### config.mk
export PLATFORM = sky130hd
export DESIGN_NAME = color_blob_centroid_core_flat
export DESIGN_NICKNAME = d
export VERILOG_FILES = /design/src/rtl/cbc_pkg.sv /design/src/rtl/cbc_ifs.sv /design/src/rtl/cbc_div.sv /design/src/rtl/cbc_datapath.sv /design/src/rtl/cbc_ctrl.sv /design/src/rtl/color_blob_centroid_core.sv /design/src/flat_wrapper.sv
export SDC_FILE = /design/constraint.sdc
export NUM_CORES = 2
export LEC_CHECK = 0
export BUFFER_PORTS_ARGS = -buffer_cell sky130_fd_sc_hd__clkbuf_2
export CAP_MARGIN = 10
export CORE_MARGIN = 10
export CORE_UTILIZATION = 48
export DETAILED_ROUTE_END_ITERATION = 6
export PLACE_DENSITY = 0.63
export SYNTH_ARGS = -nofsm -noshare
export SYNTH_HDL_FRONTEND = slang
export SYNTH_HIERARCHICAL = 1
export SYNTH_SLANG_ARGS = --single-unit
### constraint.sdc
create_clock -name clk -period 10.4 [get_ports clk]
set_input_delay 1.56 -clock clk [delete_from_list [all_inputs] [get_ports clk]]
set_output_delay 1.56 -clock clk [all_outputs]
set_load 0.02 [all_outputs]
### src/rtl/cbc_pkg.sv
// Shared constants, types and command struct for the color blob centroid block.
// Used by every RTL file of the block; depends on nothing.
package cbc_pkg;

    localparam int NUM_CHAN  = 3;
    localparam int COL_W     = 10;
    localparam int ROW_W     = 9;
    localparam int LEVEL_W   = 8;
    localparam int COL_SUM_W = 30;
    localparam int ROW_SUM_W = 29;
    localparam int COUNT_W   = 20;

    localparam logic [COUNT_W-1:0] COUNT_MAX    = '1;
    localparam logic [LEVEL_W-1:0] THRESH_RESET = 8'd230;

    // Coordinate limits; a pixel at or beyond them counts for no channel.
    localparam int LIMIT_W  = 13;
    localparam int MAX_COLS = 1024;
    localparam int MAX_ROWS = 512;

    // The divider runs one quotient bit per cycle over the widest dividend.
    localparam int DIV_W     = COL_SUM_W;
    localparam int DIV_STEPS = DIV_W;
    localparam int STEP_W    = $clog2(DIV_STEPS);

    // Configuration port.
    localparam int ADDR_W  = 3;
    localparam int DATA_W  = 32;
    localparam int IDX_LSB = 2;
    localparam logic [ADDR_W-IDX_LSB-1:0] REG_LEVEL_THRESHOLD = 1'b0;

    typedef enum logic [1:0] {
        ST_ACCUM,
        ST_DIVIDE,
        ST_PUBLISH
    } state_t;

    typedef struct packed {
        logic accum;    // a pixel word is taken this cycle
        logic snap;     // that word closes the frame
        logic step;     // advance the dividers by one bit
        logic publish;  // load the held centroids into the result
    } dp_cmd_t;

endpackage

### src/rtl/cbc_ifs.sv
// Handshake interfaces for the pixel input channel and the centroid result channel.
// Depends on cbc_pkg for field widths.
interface cbc_pixel_if;
    logic                         valid;
    logic                         ready;
    logic [cbc_pkg::COL_W-1:0]    pixel_col;
    logic [cbc_pkg::ROW_W-1:0]    pixel_row;
    logic [cbc_pkg::LEVEL_W-1:0]  red_level;
    logic [cbc_pkg::LEVEL_W-1:0]  green_level;
    logic [cbc_pkg::LEVEL_W-1:0]  blue_level;
    logic                         frame_end;

    modport source (
        output valid, pixel_col, pixel_row, red_level, green_level, blue_level, frame_end,
        input  ready
    );
    modport sink (
        input  valid, pixel_col, pixel_row, red_level, green_level, blue_level, frame_end,
        output ready
    );
endinterface

interface cbc_result_if;
    logic                      valid;
    logic                      ready;
    logic [cbc_pkg::COL_W-1:0] red_cx;
    logic [cbc_pkg::ROW_W-1:0] red_cy;
    logic [cbc_pkg::COL_W-1:0] green_cx;
    logic [cbc_pkg::ROW_W-1:0] green_cy;
    logic [cbc_pkg::COL_W-1:0] blue_cx;
    logic [cbc_pkg::ROW_W-1:0] blue_cy;
    logic                      red_found;
    logic                      green_found;
    logic                      blue_found;

    modport source (
        output valid, red_cx, red_cy, green_cx, green_cy, blue_cx, blue_cy,
               red_found, green_found, blue_found,
        input  ready
    );
    modport sink (
        input  valid, red_cx, red_cy, green_cx, green_cy, blue_cx, blue_cy,
               red_found, green_found, blue_found,
        output ready
    );
endinterface

### src/rtl/cbc_div.sv
// Restoring divider, one quotient bit per step, driven by load and step strobes.
// Depends on cbc_pkg for the dividend and divisor widths.
module cbc_div (
    input  logic                          clk,
    input  logic                          load,
    input  logic                          step,
    input  logic [cbc_pkg::DIV_W-1:0]     dividend,
    input  logic [cbc_pkg::COUNT_W-1:0]   divisor,
    output logic [cbc_pkg::DIV_W-1:0]     quotient
);

    logic [cbc_pkg::DIV_W-1:0]   quo_reg, quo_next;
    logic [cbc_pkg::COUNT_W-1:0] rem_reg, rem_next;
    logic [cbc_pkg::COUNT_W-1:0] den_reg, den_next;
    logic [cbc_pkg::COUNT_W:0]   rem_shift;
    logic [cbc_pkg::COUNT_W-1:0] rem_diff;
    logic                        fits;

    always_comb
    begin
        // The remainder stays below the divisor, so the difference fits in COUNT_W bits.
        rem_shift = {rem_reg, quo_reg[cbc_pkg::DIV_W-1]};
        rem_diff  = rem_shift[cbc_pkg::COUNT_W-1:0] - den_reg;
        fits      = rem_shift >= {1'b0, den_reg};

        quo_next = quo_reg;
        rem_next = rem_reg;
        den_next = den_reg;
        if (load)
        begin
            quo_next = dividend;
            rem_next = '0;
            den_next = divisor;
        end
        else if (step)
        begin
            quo_next = {quo_reg[cbc_pkg::DIV_W-2:0], fits};
            rem_next = fits ? rem_diff : rem_shift[cbc_pkg::COUNT_W-1:0];
        end
    end

    always_ff @(posedge clk)
    begin
        quo_reg <= quo_next;
        rem_reg <= rem_next;
        den_reg <= den_next;
    end

    assign quotient = quo_reg;

endmodule

### src/rtl/cbc_datapath.sv
// Per-channel threshold test, sum and count accumulators, frame-end dividers
// and held centroids. Depends on cbc_pkg and cbc_div.
module cbc_datapath #(
    parameter int MAX_COLS = cbc_pkg::MAX_COLS,
    parameter int MAX_ROWS = cbc_pkg::MAX_ROWS
) (
    input  logic                                             clk,
    input  logic                                             rst_n,
    input  cbc_pkg::dp_cmd_t                                 cmd,
    input  logic [cbc_pkg::LEVEL_W-1:0]                      threshold,
    input  logic [cbc_pkg::COL_W-1:0]                        pixel_col,
    input  logic [cbc_pkg::ROW_W-1:0]                        pixel_row,
    input  logic [cbc_pkg::NUM_CHAN-1:0][cbc_pkg::LEVEL_W-1:0] levels,
    output logic [cbc_pkg::NUM_CHAN-1:0][cbc_pkg::COL_W-1:0] centroid_col,
    output logic [cbc_pkg::NUM_CHAN-1:0][cbc_pkg::ROW_W-1:0] centroid_row,
    output logic [cbc_pkg::NUM_CHAN-1:0]                     found
);

    localparam int NC = cbc_pkg::NUM_CHAN;

    logic [NC-1:0][cbc_pkg::COL_SUM_W-1:0] col_sum_reg, col_sum_next, col_acc;
    logic [NC-1:0][cbc_pkg::ROW_SUM_W-1:0] row_sum_reg, row_sum_next, row_acc;
    logic [NC-1:0][cbc_pkg::COUNT_W-1:0]   count_reg, count_next, count_acc;
    logic [NC-1:0][cbc_pkg::COL_W-1:0]     held_col_reg, held_col_next;
    logic [NC-1:0][cbc_pkg::ROW_W-1:0]     held_row_reg, held_row_next;
    logic [NC-1:0]                         found_snap_reg, found_snap_next;
    logic [NC-1:0]                         found_out_reg, found_out_next;
    logic [NC-1:0][cbc_pkg::DIV_W-1:0]     col_quo, row_quo;
    logic [NC-1:0]                         hit;
    logic                                  in_range;

    assign in_range = (cbc_pkg::LIMIT_W'(pixel_col) < cbc_pkg::LIMIT_W'(MAX_COLS))
                   && (cbc_pkg::LIMIT_W'(pixel_row) < cbc_pkg::LIMIT_W'(MAX_ROWS));

    always_comb
    begin
        for (int c = 0; c < NC; c++)
        begin
            // A saturated count freezes the channel so its sums stay consistent.
            hit[c] = cmd.accum && in_range && (levels[c] > threshold)
                  && (count_reg[c] != cbc_pkg::COUNT_MAX);
            col_acc[c]   = col_sum_reg[c] + (hit[c] ? cbc_pkg::COL_SUM_W'(pixel_col) : '0);
            row_acc[c]   = row_sum_reg[c] + (hit[c] ? cbc_pkg::ROW_SUM_W'(pixel_row) : '0);
            count_acc[c] = count_reg[c] + cbc_pkg::COUNT_W'(hit[c]);

            col_sum_next[c]    = cmd.snap ? '0 : col_acc[c];
            row_sum_next[c]    = cmd.snap ? '0 : row_acc[c];
            count_next[c]      = cmd.snap ? '0 : count_acc[c];
            found_snap_next[c] = cmd.snap ? (count_acc[c] != '0) : found_snap_reg[c];

            held_col_next[c]  = held_col_reg[c];
            held_row_next[c]  = held_row_reg[c];
            found_out_next[c] = found_out_reg[c];
            if (cmd.publish)
            begin
                found_out_next[c] = found_snap_reg[c];
                if (found_snap_reg[c])
                begin
                    held_col_next[c] = col_quo[c][cbc_pkg::COL_W-1:0];
                    held_row_next[c] = row_quo[c][cbc_pkg::ROW_W-1:0];
                end
            end
        end
    end

    for (genvar g = 0; g < NC; g++)
    begin : g_chan
        cbc_div u_col_div (
            .clk      (clk),
            .load     (cmd.snap),
            .step     (cmd.step),
            .dividend (col_acc[g]),
            .divisor  (count_acc[g]),
            .quotient (col_quo[g])
        );

        cbc_div u_row_div (
            .clk      (clk),
            .load     (cmd.snap),
            .step     (cmd.step),
            .dividend (cbc_pkg::DIV_W'(row_acc[g])),
            .divisor  (count_acc[g]),
            .quotient (row_quo[g])
        );
    end

    always_ff @(posedge clk or negedge rst_n)
    begin
        if (!rst_n)
        begin
            col_sum_reg    <= '0;
            row_sum_reg    <= '0;
            count_reg      <= '0;
            held_col_reg   <= '0;
            held_row_reg   <= '0;
            found_snap_reg <= '0;
            found_out_reg  <= '0;
        end
        else
        begin
            col_sum_reg    <= col_sum_next;
            row_sum_reg    <= row_sum_next;
            count_reg      <= count_next;
            held_col_reg   <= held_col_next;
            held_row_reg   <= held_row_next;
            found_snap_reg <= found_snap_next;
            found_out_reg  <= found_out_next;
        end
    end

    assign centroid_col = held_col_reg;
    assign centroid_row = held_row_reg;
    assign found        = found_out_reg;

endmodule

### src/rtl/cbc_ctrl.sv
// Controller: accumulate, divide and publish phases plus the result valid flag.
// Depends on cbc_pkg for the state and command types.
module cbc_ctrl (
    input  logic             clk,
    input  logic             rst_n,
    input  logic             in_valid,
    input  logic             in_last,
    output logic             in_ready,
    output logic             out_valid,
    input  logic             out_ready,
    output cbc_pkg::dp_cmd_t cmd
);

    cbc_pkg::state_t             state_reg, state_next;
    logic [cbc_pkg::STEP_W-1:0]  step_reg, step_next;
    logic                        out_valid_reg, out_valid_next;
    logic                        last_step;

    assign last_step = step_reg == cbc_pkg::STEP_W'(cbc_pkg::DIV_STEPS - 1);

    // Outputs and commands.
    always_comb
    begin
        in_ready    = state_reg == cbc_pkg::ST_ACCUM;
        cmd.accum   = in_valid && in_ready;
        cmd.snap    = cmd.accum && in_last;
        cmd.step    = state_reg == cbc_pkg::ST_DIVIDE;
        cmd.publish = (state_reg == cbc_pkg::ST_PUBLISH) && (!out_valid_reg || out_ready);

        step_next = cmd.step ? step_reg + 1'b1 : '0;

        if (cmd.publish)
        begin
            out_valid_next = 1'b1;
        end
        else
        begin
            out_valid_next = out_valid_reg && !out_ready;
        end
    end

    // Next state.
    always_comb
    begin
        state_next = state_reg;
        unique case (state_reg)
            cbc_pkg::ST_ACCUM:
            begin
                if (cmd.snap)
                begin
                    state_next = cbc_pkg::ST_DIVIDE;
                end
            end
            cbc_pkg::ST_DIVIDE:
            begin
                if (last_step)
                begin
                    state_next = cbc_pkg::ST_PUBLISH;
                end
            end
            cbc_pkg::ST_PUBLISH:
            begin
                if (cmd.publish)
                begin
                    state_next = cbc_pkg::ST_ACCUM;
                end
            end
            default:
            begin
                state_next = cbc_pkg::ST_ACCUM;
            end
        endcase
    end

    always_ff @(posedge clk or negedge rst_n)
    begin
        if (!rst_n)
        begin
            state_reg     <= cbc_pkg::ST_ACCUM;
            step_reg      <= '0;
            out_valid_reg <= 1'b0;
        end
        else
        begin
            state_reg     <= state_next;
            step_reg      <= step_next;
            out_valid_reg <= out_valid_next;
        end
    end

    assign out_valid = out_valid_reg;

endmodule

### src/rtl/color_blob_centroid_core.sv
// Color blob centroid core: one pixel word per cycle while a frame streams in.
// The frame-end word is accumulated, then bit-serial division in the ST_DIVIDE
// state (one quotient bit per cycle in six parallel dividers) and a publish
// follow; the publish sets the registered result valid flag, and input is
// held off until the publish, longer if an earlier result is still waiting. Reset
// (rst_n, asynchronous) clears sums, counts, held centroids; threshold returns to 230.
module color_blob_centroid_core #(
    parameter int MAX_COLS = cbc_pkg::MAX_COLS,
    parameter int MAX_ROWS = cbc_pkg::MAX_ROWS
) (
    input  logic                          clk,
    input  logic                          rst_n,
    input  logic                          psel,
    input  logic                          penable,
    input  logic                          pwrite,
    input  logic [cbc_pkg::ADDR_W-1:0]    paddr,
    input  logic [cbc_pkg::DATA_W-1:0]    pwdata,
    output logic [cbc_pkg::DATA_W-1:0]    prdata,
    output logic                          pready,
    cbc_pixel_if.sink                     pixel,
    cbc_result_if.source                  result
);

    localparam int NC = cbc_pkg::NUM_CHAN;

    logic [cbc_pkg::LEVEL_W-1:0]          threshold_reg, threshold_next;
    logic                                 reg_sel;
    cbc_pkg::dp_cmd_t                     cmd;
    logic [NC-1:0][cbc_pkg::LEVEL_W-1:0]  levels;
    logic [NC-1:0][cbc_pkg::COL_W-1:0]    centroid_col;
    logic [NC-1:0][cbc_pkg::ROW_W-1:0]    centroid_row;
    logic [NC-1:0]                        found;

    // Configuration register.
    assign pready  = 1'b1;
    assign reg_sel = paddr[cbc_pkg::ADDR_W-1:cbc_pkg::IDX_LSB] == cbc_pkg::REG_LEVEL_THRESHOLD;

    always_comb
    begin
        threshold_next = threshold_reg;
        if (psel && penable && pwrite && reg_sel)
        begin
            threshold_next = pwdata[cbc_pkg::LEVEL_W-1:0];
        end
        prdata = reg_sel ? cbc_pkg::DATA_W'(threshold_reg) : '0;
    end

    always_ff @(posedge clk or negedge rst_n)
    begin
        if (!rst_n)
        begin
            threshold_reg <= cbc_pkg::THRESH_RESET;
        end
        else
        begin
            threshold_reg <= threshold_next;
        end
    end

    assign levels = {pixel.blue_level, pixel.green_level, pixel.red_level};

    cbc_ctrl u_ctrl (
        .clk       (clk),
        .rst_n     (rst_n),
        .in_valid  (pixel.valid),
        .in_last   (pixel.frame_end),
        .in_ready  (pixel.ready),
        .out_valid (result.valid),
        .out_ready (result.ready),
        .cmd       (cmd)
    );

    cbc_datapath #(
        .MAX_COLS (MAX_COLS),
        .MAX_ROWS (MAX_ROWS)
    ) u_datapath (
        .clk          (clk),
        .rst_n        (rst_n),
        .cmd          (cmd),
        .threshold    (threshold_reg),
        .pixel_col    (pixel.pixel_col),
        .pixel_row    (pixel.pixel_row),
        .levels       (levels),
        .centroid_col (centroid_col),
        .centroid_row (centroid_row),
        .found        (found)
    );

    assign result.red_cx      = centroid_col[0];
    assign result.red_cy      = centroid_row[0];
    assign result.green_cx    = centroid_col[1];
    assign result.green_cy    = centroid_row[1];
    assign result.blue_cx     = centroid_col[2];
    assign result.blue_cy     = centroid_row[2];
    assign result.red_found   = found[0];
    assign result.green_found = found[1];
    assign result.blue_found  = found[2];

endmodule
### src/flat_wrapper.sv
// flat-port wrapper written by rule: the top's interface ports become plain ports
module color_blob_centroid_core_flat 
#(
    parameter int MAX_COLS = cbc_pkg::MAX_COLS,
    parameter int MAX_ROWS = cbc_pkg::MAX_ROWS
)
  (clk, rst_n, psel, penable, pwrite, paddr, pwdata, prdata, pready, pixel_valid, pixel_pixel_col, pixel_pixel_row, pixel_red_level, pixel_green_level, pixel_blue_level, pixel_frame_end, pixel_ready, result_valid, result_red_cx, result_red_cy, result_green_cx, result_green_cy, result_blue_cx, result_blue_cy, result_red_found, result_green_found, result_blue_found, result_ready);
  cbc_pixel_if pixel_i ();
  cbc_result_if result_i ();
  input  logic clk;
  input  logic rst_n;
  input  logic psel;
  input  logic penable;
  input  logic pwrite;
  input  logic [cbc_pkg::ADDR_W-1:0] paddr;
  input  logic [cbc_pkg::DATA_W-1:0] pwdata;
  output logic [cbc_pkg::DATA_W-1:0] prdata;
  output logic pready;
  input wire logic [$bits(pixel_i.valid)-1:0] pixel_valid;
  input wire logic [$bits(pixel_i.pixel_col)-1:0] pixel_pixel_col;
  input wire logic [$bits(pixel_i.pixel_row)-1:0] pixel_pixel_row;
  input wire logic [$bits(pixel_i.red_level)-1:0] pixel_red_level;
  input wire logic [$bits(pixel_i.green_level)-1:0] pixel_green_level;
  input wire logic [$bits(pixel_i.blue_level)-1:0] pixel_blue_level;
  input wire logic [$bits(pixel_i.frame_end)-1:0] pixel_frame_end;
  output wire logic [$bits(pixel_i.ready)-1:0] pixel_ready;
  output wire logic [$bits(result_i.valid)-1:0] result_valid;
  output wire logic [$bits(result_i.red_cx)-1:0] result_red_cx;
  output wire logic [$bits(result_i.red_cy)-1:0] result_red_cy;
  output wire logic [$bits(result_i.green_cx)-1:0] result_green_cx;
  output wire logic [$bits(result_i.green_cy)-1:0] result_green_cy;
  output wire logic [$bits(result_i.blue_cx)-1:0] result_blue_cx;
  output wire logic [$bits(result_i.blue_cy)-1:0] result_blue_cy;
  output wire logic [$bits(result_i.red_found)-1:0] result_red_found;
  output wire logic [$bits(result_i.green_found)-1:0] result_green_found;
  output wire logic [$bits(result_i.blue_found)-1:0] result_blue_found;
  input wire logic [$bits(result_i.ready)-1:0] result_ready;
  assign pixel_i.valid = pixel_valid;
  assign pixel_i.pixel_col = pixel_pixel_col;
  assign pixel_i.pixel_row = pixel_pixel_row;
  assign pixel_i.red_level = pixel_red_level;
  assign pixel_i.green_level = pixel_green_level;
  assign pixel_i.blue_level = pixel_blue_level;
  assign pixel_i.frame_end = pixel_frame_end;
  assign pixel_ready = pixel_i.ready;
  assign result_valid = result_i.valid;
  assign result_red_cx = result_i.red_cx;
  assign result_red_cy = result_i.red_cy;
  assign result_green_cx = result_i.green_cx;
  assign result_green_cy = result_i.green_cy;
  assign result_blue_cx = result_i.blue_cx;
  assign result_blue_cy = result_i.blue_cy;
  assign result_red_found = result_i.red_found;
  assign result_green_found = result_i.green_found;
  assign result_blue_found = result_i.blue_found;
  assign result_i.ready = result_ready;
  color_blob_centroid_core #(.MAX_COLS(MAX_COLS), .MAX_ROWS(MAX_ROWS)) u_core (.clk(clk), .rst_n(rst_n), .psel(psel), .penable(penable), .pwrite(pwrite), .paddr(paddr), .pwdata(pwdata), .prdata(prdata), .pready(pready), .pixel(pixel_i), .result(result_i));
endmodule
==> reports/qor.yml <==
drive_gt1_share_pct: 16.0
p_leak_uw: 0.0205
path_clk_slew_ns: 0.06
postCtsSetupRepairBufs: 0
whs_ns: 0.471
vias: 29300
synth-seq-cells: 736
clkLatencyLatePin_ns: 0.65
track_usage_pct: 18.5
insertedDiodeCount: 0
cellPowerDensity_nw_per_um2: 288
std_cell_rows: 108
ys_seq_area_share_pct: 45.6
area_delta_synth_final_pct: 10.1
post_cts_resized: 0
routabilityCongestion: 0.858
slew_headroom_pct: 22.3
syn_avg_cell_area_sq_um: 10.6
clockBufferDepth: 3
hp-class: "flop to flop"
dp_slack_ns: 3.90
synth_cells: 4021
m1WireLength_um: 44500
grt_pass1_wl_um: 154000
antenna_left: 0
finalHoldViolCount: 0
status: "finished clean"
drcViolationCount: 0
routed_via_density: 5.51
max_freq_ghz: 0.172
cts_tree: "built"
ys_types: 113
worst_pin_slew_ns: 1.16
wirelength_um: 93800
fp.dieW_um: 317
yosysWarnings: 6
skew_ns: 0.0244
setup_tns_ns: 0
syn_area_sq_um: 42400
post_drt_wl_per_cell_um: 17.6
finalSetupViolCount: 0
fp.dieH_um: 317
path_max_fanout: 22
finalCritPeriodShare_pct: 55.9
worst_ir_drop_vdd_mv: 0.149
core-area_sq_um: 87300
cts.sinks: 736
worst_slack_ns: 4.59
async_reset_ff_share_pct: 42.9
crit_type: "primary input to flop"
start_util_pct: 48.6
ioPinCount: 181
htreeDepth: 3
slew_violations: 0
cts_inserted_buffers: 82
root_buffer: "clkbuf_16"
rsz0062_at_grt: "no"
finalCriticalPeriod_ns: 5.81
crit_path_start_kind: "primary input"
firstDrtPassIters: 5
die_area_sq_um: 101000
synth_edf_count: 300
overflow: 0
arrival_ns: 6.21
maxCapViolations: 0
antenna_found_initial: 8
wl_met3_um: 5190
io_buffer_count: 129
synthFlopType: "dfrtp_1"
fin_util_pct: 53.5
wl_met2_um: 42400
drt_iter0_drc: 1892
nets: 4401
grt_pass1_vias: 28900
top_layer_used: "met5"
cts_hold_buf: 0
crit_path_end_kind: "flop"
grt_max_degree: 184
required_ns: 10.80
hpwl_um: 65000
[cells by family after synthesis]
family / share of synthesized area (%)
flip-flops: 45.6
adder cells (fa/ha/maj): 6.73
other: 0.0265
buffers and inverters: 4.39
AO/OA/AOI/OAI: 12.7
AND/OR/NAND/NOR: 16.4
XOR/XNOR: 6.28
multiplexers: 7.90
[Yosys cell counts (15+ instances only)]
cell / count / area share, %
xor2_1: 114 / 2.4
a21o_1: 58 / 1.0
and4_1: 17 / 0.35
o21ai_0: 83 / 0.98
nand2b_1: 46 / 0.68
mux2_2: 253 / 6.7
o211ai_1: 51 / 0.90
and3_1: 49 / 0.72
clkbuf_1: 99 / 0.88
nor4_1: 15 / 0.22
and2_1: 70 / 1.0
inv_1: 226 / 2.0
a31oi_1: 31 / 0.46
nand2_1: 257 / 2.3
or3_1: 18 / 0.27
nor2_1: 218 / 1.9
nor3_1: 46 / 0.54
nand4_1: 50 / 0.74
nand3_1: 147 / 1.7
o21ai_1: 28 / 0.33
o311ai_1: 22 / 0.45
a21oi_1: 164 / 1.9
o31ai_1: 23 / 0.41
a311oi_2: 15 / 0.53
dfxtp_1: 120 / 5.7
edfxtp_1: 300 / 21
a211oi_1: 49 / 0.87
ha_1: 209 / 6.2
xnor2_1: 190 / 3.9
mux2i_1: 50 / 1.2
buf_4: 29 / 0.51
a21boi_0: 15 / 0.27
o21a_1: 34 / 0.60
a32oi_1: 15 / 0.31
buf_2: 22 / 0.26
dfrtp_1: 311 / 18
nor2b_1: 253 / 3.7
o21bai_1: 16 / 0.28
buf_1: 22 / 0.19
[cell usage in the layout, fill, tap and decap left out, drive strengths merged, types with 24 or more instances in the layout]
cell / n
a21o: 58
xnor2: 190
nor2: 219
conb: 28
o31ai: 29
clkbuf: 240
buf: 28
a21oi: 169
mux2: 253
and2: 77
o21ai: 121
and3: 50
a31oi: 35
nor3: 48
dfxtp: 120
ha: 209
o21a: 35
edfxtp: 300
nor2b: 253
nand4: 55
o211ai: 51
nand2: 258
a211oi: 58
inv: 230
mux2i: 50
xor2: 114
nand2b: 46
o311ai: 28
clkinv: 24
dfrtp: 311
nand3: 152
[layout make-up]
cell class                 instances  area [sq um]
multi-input combinational       2892         21400
timing repair buffer             156           896
inverter                         226           851
fill                            7830         40600
clock inverter                    42           539
sequential                       736         19300
clock buffer                     112          2290
tap                             1155          1450
[path summary, 6_finish.rpt]
check                                                    startpoint                                                           end  slack [ns]  cells past startpoint
worst max-delay path                           pixel_green_level[1]  u_core/u_datapath/g_chan[1].u_row_div/quotient[28]$_DFFE_PP_        4.59                     20
worst min-delay path                                           flop                                                          flop        0.47                      2
worst max register to register  u_core/threshold_reg[1]$_DFFE_PN1P_  u_core/u_datapath/g_chan[1].u_row_div/quotient[28]$_DFFE_PP_        4.98                     20
worst min register to register                                 flop                                                          flop        0.47                      2
max in group asynchronous                                     rst_n                           u_core/threshold_reg[3]$_DFFE_PN0P_        7.91                      2
min in group asynchronous                                     rst_n                   u_core/u_datapath/row_sum_reg[16]$_DFF_PN0_        1.02                      1
[worst max-delay path: stages]
cell      delay (ns)
clkbuf_2        0.08
ha_1            0.28
nor2b_1         0.13
o21a_1          0.11
o21a_1          0.10
o211ai_1        0.07
a21boi_0        0.16
o31a_1          0.83
and2_1          0.24
ha_1            0.18
inv_1           0.06
fa_1            0.40
nor2b_1         0.13
o21a_1          0.13
o21ai_0         0.17
a211oi_2        0.69
nor2_1          0.09
nor3_1          0.37
xor2_1          0.11
mux2_2          0.27
[power by group]
part           leakage [uW]  switching (uW)  internal (uW)
registers           0.00834             489           4160
logic                0.0108            3260           2540
clock network       0.00137            1220           1780
[metal layers]
layer	vias to the layer above	GRT usage, %
met3	119	3.79
met4	16	4.15
li1	14500	-
met1	14100	25.5
met2	513	29.6
met5	-	0
[through the flow]
stage / std cells / area, sq um / power [uW]
floorplan: 4046 / 42500 / 9260
global placement: 5165 / 43900 / 10400
detailed placement: 5165 / 43900 / 10500
CTS: 5319 / 46700 / 13600
global route: 5319 / 46700 / 14500
finish: 5319 / 46700 / 13500
Power figures use the tool's default switching activity.
